`src/rtl/lsra_pkg.sv`:
```
`default_nettype none
package lsra_pkg;

  // Field widths of the transaction payloads
  localparam int VALUE_W = 20;
  localparam int POS_W   = 16;
  localparam int SIZE_W  = 4;
  localparam int PREG_W  = 3;
  localparam int SPILL_W = 16;
  localparam int AREA_W  = 2;

  // Configuration port
  localparam int CFG_IDX_W  = 4;
  localparam int CFG_DATA_W = 2;
  localparam logic [CFG_IDX_W-1:0] CFG_SPILL_AREA = 4'd0;
  localparam logic [CFG_IDX_W-1:0] CFG_WIDE_EXT   = 4'd1;

  // Spill storage areas; the unused code falls back to direct
  localparam logic [AREA_W-1:0] AREA_DIRECT   = 2'd0;
  localparam logic [AREA_W-1:0] AREA_INDIRECT = 2'd1;
  localparam logic [AREA_W-1:0] AREA_EXTERNAL = 2'd2;

  // Only this size takes a register pair
  localparam logic [SIZE_W-1:0] SIZE_PAIR = 4'd2;

  localparam logic KIND_FUNC     = 1'b0;
  localparam logic KIND_INTERVAL = 1'b1;

  typedef enum logic [2:0] {
    OUT_FREE       = 3'd0,
    OUT_EVICT      = 3'd1,
    OUT_SPILL      = 3'd2,
    OUT_PARAM      = 3'd3,
    OUT_PARAM_NONE = 3'd4,
    OUT_CLEARED    = 3'd5
  } outcome_t;

  typedef struct packed {
    logic               kind;
    logic [VALUE_W-1:0] value_id;
    logic [POS_W-1:0]   start_req;
    logic [POS_W-1:0]   finish;
    logic [SIZE_W-1:0]  size;
    logic               param_flag;
    logic               param_reg_valid;
    logic [PREG_W-1:0]  param_reg;
  } in_item_t;

  typedef struct packed {
    outcome_t           outcome;
    logic [PREG_W-1:0]  reg_res;
    logic               pair;
    logic [SPILL_W-1:0] spill_id;
    logic [AREA_W-1:0]  spill_area_used;
    logic               evicted_valid;
    logic [VALUE_W-1:0] evicted_value;
  } out_item_t;

  // Command broadcast from the control to every slot
  typedef struct packed {
    logic               clear;
    logic               step;
    logic [POS_W-1:0]   start_pos;
    logic               wide;
    logic               wr_en;
    logic               param_flag;
    logic [VALUE_W-1:0] value;
    logic [POS_W-1:0]   end_pos;
  } slot_cmd_t;

  // Latest-end candidate carried along the slot chain
  typedef struct packed {
    logic               valid;
    logic [POS_W-1:0]   end_pos;
    logic [VALUE_W-1:0] value;
    logic               param_flag;
  } best_t;

endpackage
`default_nettype wire

```
`src/rtl/lsra_in_if.sv`:
```
`default_nettype none
interface lsra_in_if;
  logic               valid;
  logic               ready;
  lsra_pkg::in_item_t data;

  modport source (output valid, output data, input ready);
  modport sink (input valid, input data, output ready);
endinterface
`default_nettype wire

```
`src/rtl/lsra_out_if.sv`:
```
`default_nettype none
interface lsra_out_if;
  logic                valid;
  logic                ready;
  lsra_pkg::out_item_t data;

  modport source (output valid, output data, input ready);
  modport sink (input valid, input data, output ready);
endinterface
`default_nettype wire

```
`src/rtl/lsra_slot.sv`:
```
`default_nettype none
module lsra_slot #(
  parameter int NUM_REGS = 8,
  parameter int IDX      = 0,
  parameter int IW       = (NUM_REGS > 1) ? $clog2(NUM_REGS) : 1
) (
  input  wire logic              clk,
  input  wire logic              rst,
  input  lsra_pkg::slot_cmd_t    cmd,
  input  wire logic [IW-1:0]     wbase,
  input  wire logic              nbr_free,
  output logic                   free_now,
  input  wire logic              found_in,
  input  wire logic [IW-1:0]     found_idx_in,
  output logic                   found_out,
  output logic [IW-1:0]          found_idx_out,
  input  lsra_pkg::best_t        best_in,
  input  wire logic [IW-1:0]     best_idx_in,
  output lsra_pkg::best_t        best_out,
  output logic [IW-1:0]          best_idx_out
);
  import lsra_pkg::*;

  localparam logic [IW-1:0] MY_IDX   = IW'(IDX);
  localparam logic [IW-1:0] PREV_IDX = IW'((IDX > 0) ? IDX - 1 : 0);

  logic               busy;
  logic               param_flag;
  logic [VALUE_W-1:0] value;
  logic [POS_W-1:0]   end_pos;
  logic               busy_eff;
  logic               cand;
  logic               take;
  logic               hit;

  // Release the register once its interval ended at or before the new start
  assign busy_eff = busy && !(end_pos <= cmd.start_pos);
  assign free_now = !busy_eff;

  // Lowest free register (or pair) chain
  assign cand          = free_now && (!cmd.wide || nbr_free);
  assign found_out     = found_in || cand;
  assign found_idx_out = found_in ? found_idx_in : MY_IDX;

  // Latest-end chain; a lower slot keeps a tie
  assign take = busy_eff && (!best_in.valid || end_pos > best_in.end_pos);
  always_comb begin
    best_out     = best_in;
    best_idx_out = best_idx_in;
    if (take) begin
      best_out.valid      = 1'b1;
      best_out.end_pos    = end_pos;
      best_out.value      = value;
      best_out.param_flag = param_flag;
      best_idx_out        = MY_IDX;
    end
  end

  // This slot is the base or the upper half of the write
  assign hit = (wbase == MY_IDX) || (cmd.wide && (IDX > 0) && (wbase == PREV_IDX));

  // Hold control state
  always_ff @(posedge clk) begin
    if (rst) begin
      busy       <= 1'b0;
      param_flag <= 1'b0;
    end else if (cmd.clear) begin
      busy       <= 1'b0;
      param_flag <= 1'b0;
    end else if (cmd.step) begin
      if (cmd.wr_en && hit) begin
        busy       <= 1'b1;
        param_flag <= cmd.param_flag;
      end else begin
        busy <= busy_eff;
      end
    end
  end

  // Load the occupant payload
  always_ff @(posedge clk) begin
    if (cmd.step && cmd.wr_en && hit) begin
      value   <= cmd.value;
      end_pos <= cmd.end_pos;
    end
  end

endmodule
`default_nettype wire

```
`src/rtl/linear_scan_register_allocator_top.sv`:
```
`default_nettype none
// Linear-scan register allocator over NUM_REGS registers. Each input transaction
// is a function start (clears all registers) or a live interval, sorted by start
// then end; each gives exactly one result transaction, one transaction per clock
// cycle while the output does not stall, with the result registered in the output
// register. The block takes a new transaction while a result waits, as long as
// that result is taken in the same cycle. The per-cycle path is the row of
// NUM_REGS slots: the release compare, the lowest-free chain and the latest-end
// chain run through all slots, so its depth grows with NUM_REGS. Configuration:
// index 0 sets the default spill area, index 1 sends spills of size over one to
// the external area; write them only while the block is idle.
module linear_scan_register_allocator_top #(
  parameter int NUM_REGS = 8
) (
  input  wire logic                            clk,
  input  wire logic                            rst,
  input  wire logic                            cfg_we,
  input  wire logic [lsra_pkg::CFG_IDX_W-1:0]  cfg_idx,
  input  wire logic [lsra_pkg::CFG_DATA_W-1:0] cfg_data,
  lsra_in_if.sink                              in_ch,
  lsra_out_if.source                           out_ch
);
  import lsra_pkg::*;

  localparam int IW = (NUM_REGS > 1) ? $clog2(NUM_REGS) : 1;

  logic [AREA_W-1:0]  spill_area;
  logic               wide_to_external;
  logic [SPILL_W-1:0] spill_counter;
  logic               out_valid;
  out_item_t          out_data;

  in_item_t   it;
  logic       acc;
  logic       wide;
  logic       param_ok;
  logic       param_pair;
  logic       evict;
  logic       evict_pair;
  logic       do_spill;
  slot_cmd_t  cmd;
  logic [IW-1:0] wbase;
  out_item_t  res;
  logic [AREA_W-1:0] area;

  logic          free_now  [NUM_REGS];
  logic          found     [NUM_REGS+1];
  logic [IW-1:0] found_idx [NUM_REGS+1];
  best_t         best      [NUM_REGS+1];
  logic [IW-1:0] best_idx  [NUM_REGS+1];

  assign it  = in_ch.data;
  assign in_ch.ready = !out_valid || out_ch.ready;
  assign acc = in_ch.valid && in_ch.ready;
  assign wide = (it.size == SIZE_PAIR);

  // Write configuration registers
  always_ff @(posedge clk) begin
    if (rst) begin
      spill_area       <= AREA_DIRECT;
      wide_to_external <= 1'b0;
    end else if (cfg_we) begin
      unique case (cfg_idx)
        CFG_SPILL_AREA: spill_area <= cfg_data;
        CFG_WIDE_EXT:   wide_to_external <= cfg_data[0];
        default: ;
      endcase
    end
  end

  // Chain heads
  assign found[0]     = 1'b0;
  assign found_idx[0] = '0;
  assign best[0]      = '0;
  assign best_idx[0]  = '0;

  // Row of register slots
  for (genvar i = 0; i < NUM_REGS; i++) begin : g_slot
    logic nbr_free;
    if (i < NUM_REGS - 1) begin : g_nbr
      assign nbr_free = free_now[i+1];
    end else begin : g_top
      assign nbr_free = 1'b0;
    end
    lsra_slot #(
      .NUM_REGS(NUM_REGS),
      .IDX     (i),
      .IW      (IW)
    ) u_slot (
      .clk          (clk),
      .rst          (rst),
      .cmd          (cmd),
      .wbase        (wbase),
      .nbr_free     (nbr_free),
      .free_now     (free_now[i]),
      .found_in     (found[i]),
      .found_idx_in (found_idx[i]),
      .found_out    (found[i+1]),
      .found_idx_out(found_idx[i+1]),
      .best_in      (best[i]),
      .best_idx_in  (best_idx[i]),
      .best_out     (best[i+1]),
      .best_idx_out (best_idx[i+1])
    );
  end

  // Decide placement
  assign param_ok   = it.param_reg_valid && (int'(it.param_reg) < NUM_REGS);
  assign param_pair = wide && (int'(it.param_reg) + 1 < NUM_REGS);
  assign evict      = !found[NUM_REGS] && best[NUM_REGS].valid &&
                      (best[NUM_REGS].end_pos > it.finish) && !best[NUM_REGS].param_flag;
  assign evict_pair = wide && (int'(best_idx[NUM_REGS]) + 1 < NUM_REGS);
  assign do_spill   = !it.param_flag && !found[NUM_REGS] && !evict;

  always_comb begin
    if (it.param_flag) begin
      wbase = IW'(it.param_reg);
    end else if (found[NUM_REGS]) begin
      wbase = found_idx[NUM_REGS];
    end else begin
      wbase = best_idx[NUM_REGS];
    end
  end

  // Broadcast the slot command
  always_comb begin
    cmd.clear      = acc && (it.kind == KIND_FUNC);
    cmd.step       = acc && (it.kind == KIND_INTERVAL);
    cmd.start_pos  = it.start_req;
    cmd.wide       = wide;
    cmd.wr_en      = it.param_flag ? param_ok : (found[NUM_REGS] || evict);
    cmd.param_flag = it.param_flag;
    cmd.value      = it.value_id;
    cmd.end_pos    = it.finish;
  end

  // Pick the spill area
  always_comb begin
    area = (spill_area > AREA_EXTERNAL) ? AREA_DIRECT : spill_area;
    if (wide_to_external && (it.size > 4'd1)) begin
      area = AREA_EXTERNAL;
    end
  end

  // Build the result
  always_comb begin
    res = '0;
    if (it.kind == KIND_FUNC) begin
      res.outcome = OUT_CLEARED;
    end else if (it.param_flag) begin
      if (param_ok) begin
        res.outcome = OUT_PARAM;
        res.reg_res = it.param_reg;
        res.pair    = param_pair;
      end else begin
        res.outcome = OUT_PARAM_NONE;
      end
    end else if (found[NUM_REGS]) begin
      res.outcome = OUT_FREE;
      res.reg_res = PREG_W'(wbase);
      res.pair    = wide;
    end else if (evict) begin
      res.outcome       = OUT_EVICT;
      res.reg_res       = PREG_W'(wbase);
      res.pair          = evict_pair;
      res.evicted_valid = 1'b1;
      res.evicted_value = best[NUM_REGS].value;
    end else begin
      res.outcome         = OUT_SPILL;
      res.spill_id        = spill_counter;
      res.spill_area_used = area;
    end
  end

  // Advance the spill counter
  always_ff @(posedge clk) begin
    if (rst) begin
      spill_counter <= '0;
    end else if (acc && (it.kind == KIND_INTERVAL) && do_spill) begin
      spill_counter <= spill_counter + 1'b1;
    end
  end

  // Hold the result until it is taken
  always_ff @(posedge clk) begin
    if (rst) begin
      out_valid <= 1'b0;
    end else if (acc) begin
      out_valid <= 1'b1;
    end else if (out_ch.ready) begin
      out_valid <= 1'b0;
    end
  end

  always_ff @(posedge clk) begin
    if (acc) begin
      out_data <= res;
    end
  end

  assign out_ch.valid = out_valid;
  assign out_ch.data  = out_data;

endmodule
`default_nettype wire
```
`src/flat_wrapper.sv`:
```
// flat-port wrapper written by rule: the top's interface ports become plain ports
module linear_scan_register_allocator_top_flat import lsra_pkg::*;
#(
  parameter int NUM_REGS = 8
)
  (clk, rst, cfg_we, cfg_idx, cfg_data, in_ch_valid, in_ch_data, in_ch_ready, out_ch_valid, out_ch_data, out_ch_ready);
  lsra_in_if in_ch_i ();
  lsra_out_if out_ch_i ();
  input  wire logic clk;
  input  wire logic rst;
  input  wire logic cfg_we;
  input  wire logic [lsra_pkg::CFG_IDX_W-1:0] cfg_idx;
  input  wire logic [lsra_pkg::CFG_DATA_W-1:0] cfg_data;
  input wire logic [$bits(in_ch_i.valid)-1:0] in_ch_valid;
  input wire logic [$bits(in_ch_i.data)-1:0] in_ch_data;
  output wire logic [$bits(in_ch_i.ready)-1:0] in_ch_ready;
  output wire logic [$bits(out_ch_i.valid)-1:0] out_ch_valid;
  output wire logic [$bits(out_ch_i.data)-1:0] out_ch_data;
  input wire logic [$bits(out_ch_i.ready)-1:0] out_ch_ready;
  assign in_ch_i.valid = in_ch_valid;
  assign in_ch_i.data = in_ch_data;
  assign in_ch_ready = in_ch_i.ready;
  assign out_ch_valid = out_ch_i.valid;
  assign out_ch_data = out_ch_i.data;
  assign out_ch_i.ready = out_ch_ready;
  linear_scan_register_allocator_top #(.NUM_REGS(NUM_REGS)) u_core (.clk(clk), .rst(rst), .cfg_we(cfg_we), .cfg_idx(cfg_idx), .cfg_data(cfg_data), .in_ch(in_ch_i), .out_ch(out_ch_i));
endmodule
```
`config.mk`:
```
export PLATFORM = sky130hd
export DESIGN_NAME = linear_scan_register_allocator_top_flat
export DESIGN_NICKNAME = d
export VERILOG_FILES = /design/src/rtl/lsra_pkg.sv /design/src/rtl/lsra_in_if.sv /design/src/rtl/lsra_out_if.sv /design/src/rtl/lsra_slot.sv /design/src/rtl/linear_scan_register_allocator_top.sv /design/src/flat_wrapper.sv
export SDC_FILE = /design/constraint.sdc
export NUM_CORES = 1
export LEC_CHECK = 0
export ABC_AREA = 1
export BUFFER_PORTS_ARGS = -buffer_cell sky130_fd_sc_hd__buf_2
export CAP_MARGIN = 20
export CORE_UTILIZATION = 62
export CTS_BUF_LIST = sky130_fd_sc_hd__clkbuf_8 sky130_fd_sc_hd__clkbuf_16
export DETAILED_ROUTE_END_ITERATION = 7
export GPL_TIMING_DRIVEN = 0
export PLACE_DENSITY = 0.85
export SYNTH_ARGS = -nofsm -noshare
export SYNTH_HDL_FRONTEND = slang
export SYNTH_SLANG_ARGS = --single-unit
```
`constraint.sdc`:
```
create_clock -name clk -period 19.5 [get_ports clk]
set_input_delay 2.925 -clock clk [delete_from_list [all_inputs] [get_ports clk]]
set_output_delay 2.925 -clock clk [all_outputs]
set_load 0.02 [all_outputs]
```
== After elaboration in Yosys (flattened, before gate mapping) ==
Index checks and enable logic that the tools add are counted.

* Divide/modulo/power cells: 0
* Bitwise logic cells: 2
* Mux-type cells: 44
* Reductions and logical operators: 136
* $add $sub $neg: 3
* Multipliers: 0
* Shift-type cells: 0
* $lt $le $gt $ge: 20
* Eq/ne operators: 9

{| class="wikitable"
|+ Operators with widths
! cell !! count
|-
| 38-bit 2-to-1 mux || 8
|-
| 16-bit > comparator || 8
|-
| 16-bit less-or-equal comparator || 8
|-
| 32-bit by 5-bit less-than comparator with 1-bit output, second input constant || 2
|-
| 1-bit logical AND || 59
|-
| 3-bit 2-to-1 mux || 15
|-
| 1-bit logical OR || 30
|-
| 1-bit zero test || 29
|-
| 21-bit 2-to-1 mux || 1
|-
| 2-bit AND reduction || 10
|-
| 16-bit by 1-bit adder with 16-bit output, second input constant || 1
|-
| 7-bit 2-to-1 mux || 2
|-
| 1-bit 2-to-1 mux || 13
|-
| 3-bit == test, second input constant || 4
|-
| 3-bit by 1-bit adder with 4-bit output, second input constant || 2
|-
| 4-bit 2-to-1 mux || 2
|-
| 4-bit OR reduction || 2
|-
| 3-bit by 2-bit == test with 1-bit output, second input constant || 2
|-
| 2-bit 2-to-1 mux || 3
|-
| 6-bit OR reduction || 1
|-
| 4-bit by 1-bit == test with 1-bit output, second input constant || 1
|-
| 4-bit by 2-bit == test with 1-bit output, second input constant || 1
|-
| 4-bit by 1-bit > comparator with 1-bit output, second input constant || 1
|-
| 4-bit zero test || 1
|-
| other kinds (7) || 8
|}

* Flip-flop bits (word level): 370
* Latch bits: 0
* ROM bits: 0
* Output and inout bits: 48
* Memories kept: 0
* Word-level logic and storage cells: 258
* Bits in writable memories: 0

== Longest topological paths before layout ==
* Depth in word-level cells: 39
* Depth in mapped cells: 137

== By module ==
A second synthesis with hierarchy kept.

* Cells, all modules: 3,024
* Area, all modules: 24,621.1 um2

{| class="wikitable"
|+ By module, submodules not included
! module !! times used !! cells each !! sequential area each (um2) !! area each (um2)
|-
| lsra_slot (u_core.g_slot[3].u_slot ...) || 2 || 327 || 1,121.1 || 2,641.3
|-
| linear_scan_register_allocator_top || 1 || 412 || 1,781.7 || 3,485.8
|-
| lsra_slot (u_core.g_slot[2].u_slot) || 1 || 328 || 1,121.1 || 2,651.3
|-
| lsra_slot (u_core.g_slot[1].u_slot) || 1 || 329 || 1,121.1 || 2,645.0
|-
| lsra_slot (u_core.g_slot[4].u_slot) || 1 || 326 || 1,121.1 || 2,642.5
|-
| lsra_slot (u_core.g_slot[0].u_slot) || 1 || 324 || 1,121.1 || 2,641.3
|-
| lsra_slot (u_core.g_slot[6].u_slot) || 1 || 328 || 1,121.1 || 2,640.0
|-
| lsra_slot (u_core.g_slot[7].u_slot) || 1 || 323 || 1,121.1 || 2,632.5
|}

== Worst setup path before layout ==
No wires, ideal clock.

* Path kind: input -> register
* From: input port in_ch_data[40]
* To: register u_core.g_slot[0].u_slot.end_pos[0] (enable)
* Arrival time: 17,178 ps
* Stages on the path: 115
* Path buffers: 12
* Setup time: 402 ps
* Setup slack: 1,919 ps
* Path through: inv_1 > ha_1 > nand2_1 > nor3_2 > nand2_1 > nand2_2 > nand3_4 > inv_4 > buf_2 > nand2_1 > ha_1 > nand2_1 > nor2_1 > nand2_1 > inv_1 > nand2_1 > nand2_1 > o21ai_0 > (+79 left out) > clkbuf_1 > nand2_1 > o21ai_1 > ha_1 > nand2_1 > nor2_1 > a211oi_1 > o21ai_0 > nand3_1 > nand3_1 > o21ai_0 > nor2_1 > nand2_4 > nor2_4 > nand2_4 > nand3_4 > nand3_4 > nor2_2

* Cells in the longest elaborated chain, start to end: 39
* Elaborated cells between the ends (all ways): 117

{| class="wikitable"
|+ Ends and longest elaborated chain
! what !! RTL line !! text
|-
| start, declared || flat_wrapper.sv:15 || <nowiki>input wire logic [$bits(in_ch_i.data)-1:0] in_ch_data;</nowiki>
|-
| 16-bit less-or-equal comparator || lsra_slot.sv:37 || <nowiki>assign busy_eff = busy && !(end_pos <= cmd.start_pos);</nowiki>
|-
| 1-bit zero test || lsra_slot.sv:37 ||
|-
| 1-bit logical AND || lsra_slot.sv:37 ||
|-
| 38-bit 2-to-1 mux || lsra_slot.sv:50 || <nowiki>if (take) begin</nowiki>
|-
| 16-bit > comparator or 1-bit zero test (tied branches) || lsra_slot.sv:46 || <nowiki>assign take = busy_eff && (!best_in.valid || end_pos > best_in.end_pos);</nowiki>
|-
| 1-bit logical OR || lsra_slot.sv:46 ||
|-
| 1-bit logical AND || lsra_slot.sv:46 ||
|-
| 38-bit 2-to-1 mux || lsra_slot.sv:50 ||
|-
| (+23 left out) || -- ||
|-
| 38-bit 2-to-1 mux || lsra_slot.sv:50 ||
|-
| 16-bit > comparator or 1-bit logical AND (tied branches) || linear_scan_register_allocator_top.sv:111, linear_scan_register_allocator_top.sv:110 ||
|-
| 1-bit logical AND || linear_scan_register_allocator_top.sv:110 || <nowiki>assign evict = !found[NUM_REGS] && best[NUM_REGS].valid &&</nowiki>
|-
| 1-bit logical AND || linear_scan_register_allocator_top.sv:111 || <nowiki>(best[NUM_REGS].end_pos > it.finish) && !best[NUM_REGS].param_flag;</nowiki>
|-
| 1-bit logical OR || linear_scan_register_allocator_top.sv:131 || <nowiki>cmd.wr_en = it.param_flag ? param_ok : (found[NUM_REGS] || evict);</nowiki>
|-
| 1-bit 2-to-1 mux || linear_scan_register_allocator_top.sv:131 ||
|-
| 1-bit logical AND || lsra_slot.sv:82 || <nowiki>if (cmd.step && cmd.wr_en && hit) begin</nowiki>
|-
| 1-bit logical AND (*) || lsra_slot.sv:82 ||
|-
| end signal, assigned || lsra_slot.sv:84 || <nowiki>end_pos <= cmd.end_pos;</nowiki>
|-
| end, declared || lsra_slot.sv:30 || <nowiki>logic [POS_W-1:0] end_pos;</nowiki>
|}

Every way passes the cells marked *; elsewhere a longest branch is shown, timed or not.
A chain may end at the register's enable or synchronous reset.

== Worst setup path in the final report ==
* From: input port in_ch_data[37]
* To: register u_core.g_slot[3].u_slot.end_pos[13] (enable)

* Cells in the longest elaborated chain, start to end: 39
* Elaborated cells between the ends (all ways): 120

{| class="wikitable"
|+ Ends and longest elaborated chain
! what !! RTL line
|-
| 16-bit less-or-equal comparator || lsra_slot.sv:37
|-
| 1-bit zero test || lsra_slot.sv:37
|-
| 1-bit logical AND || lsra_slot.sv:37
|-
| 38-bit 2-to-1 mux || lsra_slot.sv:50
|-
| 16-bit > comparator or 1-bit zero test (tied branches) || lsra_slot.sv:46
|-
| 1-bit logical OR || lsra_slot.sv:46
|-
| 1-bit logical AND || lsra_slot.sv:46
|-
| 38-bit 2-to-1 mux || lsra_slot.sv:50
|-
| (+23 left out) || --
|-
| 38-bit 2-to-1 mux || lsra_slot.sv:50
|-
| 16-bit > comparator or 1-bit logical AND (tied branches) || linear_scan_register_allocator_top.sv:111, linear_scan_register_allocator_top.sv:110
|-
| 1-bit logical AND || linear_scan_register_allocator_top.sv:110
|-
| 1-bit logical AND || linear_scan_register_allocator_top.sv:111
|-
| 1-bit logical OR || linear_scan_register_allocator_top.sv:131
|-
| 1-bit 2-to-1 mux || linear_scan_register_allocator_top.sv:131
|-
| 1-bit logical AND || lsra_slot.sv:82
|-
| 1-bit logical AND (*) || lsra_slot.sv:82
|-
| end signal, assigned || lsra_slot.sv:84
|-
| end, declared || lsra_slot.sv:30
|}

Marks and branches as above.

==> run summary <==
Outcome = finished clean
Site row count = 67
Number of detailed-routing iterations run before antenna repair = 8
Count of input and output buffers = 118
Least-Margin Pin Slew = 0.757 ns
FF+latch count, synth = 370
Number of buffers inserted for hold repair after clock tree synthesis = 0
Synth Flop Type = sky130_fd_sc_hd__edfxtp_1
Global route total overflow = 0
Wire length per cell after detailed routing = 21.6 um
Register clock-pin slew on the reported worst setup and hold paths = 0.06 ns
Mapped Area = 0.0215 sq mm
Cells after Synth = 2160
TritonCTS clock tree = done
Remaining max-slew budget at the tightest pin = 49.3%
Clock root cell = sky130_fd_sc_hd__clkbuf_16
Die outline area = 0.0353 sq mm
Worst ir drop on vdd = 62.3 uV
Syn_nets = 2490
Most used cell along the critical path = sky130_fd_sc_hd__nand2_1
Fraction of final layout cells with drive strength greater than 1 = 18.2%
Core footprint = 0.0338 sq mm
Drt initial violations = 2180
Fin crit period = 19.01 ns
Stage delay of the slowest cell on the critical path = 0.43 ns
Sinks on Clock Net = 370
GRT Resource Usage Total = 33.8%
Post-route ant nets = 0
Post-route setup slack = 0.488 ns
Max-cap check violation count = 0
Post-route worst hold slack = 0.470 ns
Top-area cell type share of the netlist area = 46.8%
Library cell with the highest instance count after synthesis = sky130_fd_sc_hd__nand2_1
Initial antenna violation count = 1
CTS buffer count = 40
Routed via count divided by cell count = 6.31
Top achievable clock speed = 0.0526 GHz
Buffer and inverter count on the worst path = 23
Met2 capacity usage during global routing = 53.7%
Static Leak = 10.5 nW
Final Slew Violations = 0
Met1 Resource Use GR = 44.8%
Number of warning messages in the yosys log = 0
Worst hold-check path type = flip-flop to flip-flop
Critical setup path kind = input port to flip-flop
Sequential share of the synthesized area = 50.1%
Met3 capacity usage during global routing = 6.03%
Post-layout power = 1.84 mW
Highest-utilization routing layer at the global route stage = met2
Effective utilization at floorplan = 63.5%
Worst slack after detailed placement = -4.31 ns
Via count of the first global-routing pass = 17386
Most numerous cell types in the synthesized netlist = 492 x sky130_fd_sc_hd__nand2_1, 334 x sky130_fd_sc_hd__edfxtp_1, 257 x sky130_fd_sc_hd__ha_1
# IOs = 121
Horizontal die dimension = 188 um
Clock insertion delay at the later pin of the skew report = 0.57 ns
Period utilisation layout = 97.5%
Growth of design area from synthesis to finish = 17.4%
Aggregate routed wire length = 61.7 mm
Max clock buf depth = 3
H-tree lvl count = 2
Top post-synthesis cells by area = sky130_fd_sc_hd__edfxtp_1 47%, sky130_fd_sc_hd__ha_1 15%, sky130_fd_sc_hd__nand2_1 8.6%
Number of DRC violations after detailed routing = 0
First-pass GRT wire length = 92.4 mm
Pin count of the biggest net entering global routing = 47
Max Fanout on Critical Path = 16
Critical path capture point type = flip-flop
Library cell with the largest summed area after synthesis = sky130_fd_sc_hd__edfxtp_1
DIE HEIGHT = 188 um
Nets = 2707
Worst endpoint data arrival time = 19.32 ns
Routability congestion estimate from global placement = 0.947
Total count of hold-check failures in the final report = 0
Dominant delay contributor by cell family on the critical path = simple AND/OR/NAND/NOR gates
Half-perimeter wire length of the detailed placement result = 42.7 mm
Routed vias = 18041
Critical path required time = 19.81 ns
Crit start category = input port
Endpoints failing setup = 0
Number of different library cells in the post-synthesis netlist = 50
CP max-delay cell = sky130_fd_sc_hd__nor4_4
Proportion of synthesized flip-flops having asynchronous set or reset = 0%
PD cells = 73.0 mW/mm^2
Setup TNS = 0 ns
Post-Route Skew = 0.0272 ns
Number of enable-type register cells in the synthesized netlist = 334
Average instance area after synthesis = 9.93 sq um
-- worst register-to-register path: cells and delay by family, from the launching register on --
family          cells  cell delay, ns
buf+inv            22            2.98
flops               1            0.39
fa+ha+maj           9            2.61
simple gates       62            7.22
compound gates     22            3.21
-- per-layer routing --
metal,vias to the layer above,routed length (um)
li1,8158,-
met1,8491,24000
met2,1173,28400
met3,219,6360
met4,0,2940
met5,-,0
-- worst paths after layout --
kind,start,end,slack [ns],depth (start not counted)
min reg2reg,u_core.wide_to_external,u_core.wide_to_external,0.47,2
max,in_ch_data[37],u_core.g_slot[3].u_slot.end_pos[13],0.49,114
min,u_core.wide_to_external,u_core.wide_to_external,0.47,2
max reg2reg,u_core.g_slot[0].u_slot.end_pos[15],u_core.g_slot[3].u_slot.end_pos[13],2.76,115
-- kinds of logic (layout without fill, tap and decap cells) --
logic type | after synthesis | count (layout) | synth area share [%]
DFF | 370 | 370 | 50.1
buffers and inverters | 211 | 460 | 4.08
and+or+nand+nor | 896 | 896 | 19.1
adders and majority gates | 257 | 257 | 15.0
other | 0 | 1 | 0
AOI/OAI and AO/OA | 416 | 416 | 11.3
xor gates and xnor gates | 10 | 10 | 0.408
-- power breakdown --
group / internal (mW) / leakage (nW) / total (mW) / switching, mW
Combinational: 0.0510 / 6.47 / 0.151 / 0.100
Sequential: 0.876 / 3.36 / 0.881 / 0.00504
Clock: 0.481 / 0.702 / 0.806 / 0.325
-- what timing repair did --
| action | in CTS | in global routing |
|---|---|---|
| buffers inserted | 8 | 39 |
| pin swaps | 10 | 17 |
| gates cloned | 2 | 1 |
| resized for setup | 74 | 82 |
| setup endpoints to repair | 365 | 365 |
-- state kept, by name (all words and copies together) (netlist names) --
signal                           count
u_core.out_ch.data                  46
u_core.spill_area                    2
u_core.g_slot.u_slot.value         160
u_core.wide_to_external              1
u_core.g_slot.u_slot.end_pos       128
u_core.out_ch.valid                  1
u_core.spill_counter                16
u_core.g_slot.u_slot.busy            8
u_core.g_slot.u_slot.param_flag      8
-- area by class of cell --
class | count | area (sq um)
sequential | 370 | 10800
fill | 2131 | 8610
clock inverter | 30 | 335
inverter | 148 | 642
timing repair buffer | 173 | 1200
clock buffer | 44 | 1080
tap | 448 | 561
timing repair inverter | 2 | 25.0
buffer | 63 | 492
multi-input combinational | 1579 | 10100
antenna | 1 | 2.50
-- layout by cell type (no fill, tap or decap), drive strengths merged, types with 2 or more instances in the layout --
| cell type | n |
|---|---|
| a211oi | 4 |
| a21o | 2 |
| a21oi | 156 |
| a31oi | 6 |
| and2 | 2 |
| buf | 213 |
| bufinv | 7 |
| clkbuf | 67 |
| clkinv | 20 |
| clkinvlp | 10 |
| dfxtp | 36 |
| edfxtp | 334 |
| ha | 257 |
| inv | 143 |
| nand2 | 505 |
| nand3 | 135 |
| nand3b | 2 |
| nand4 | 33 |
| nor2 | 159 |
| nor3 | 40 |
| nor4 | 20 |
| o211ai | 32 |
| o21a | 10 |
| o21ai | 198 |
| o21bai | 4 |
| o221ai | 2 |
| xor2 | 10 |
-- metrics by stage --
stage / cell area, sq um / cells / utilization [%]
after detailed placement: 22800 / 2733 / 67.4
final: 25200 / 2858 / 74.5
after global routing: 25200 / 2857 / 74.5
after global placement: 22600 / 2726 / 66.9
after floorplan: 21500 / 2160 / -
after CTS: 24600 / 2817 / 72.8
No activity file was read; power rests on OpenSTA's default activity.
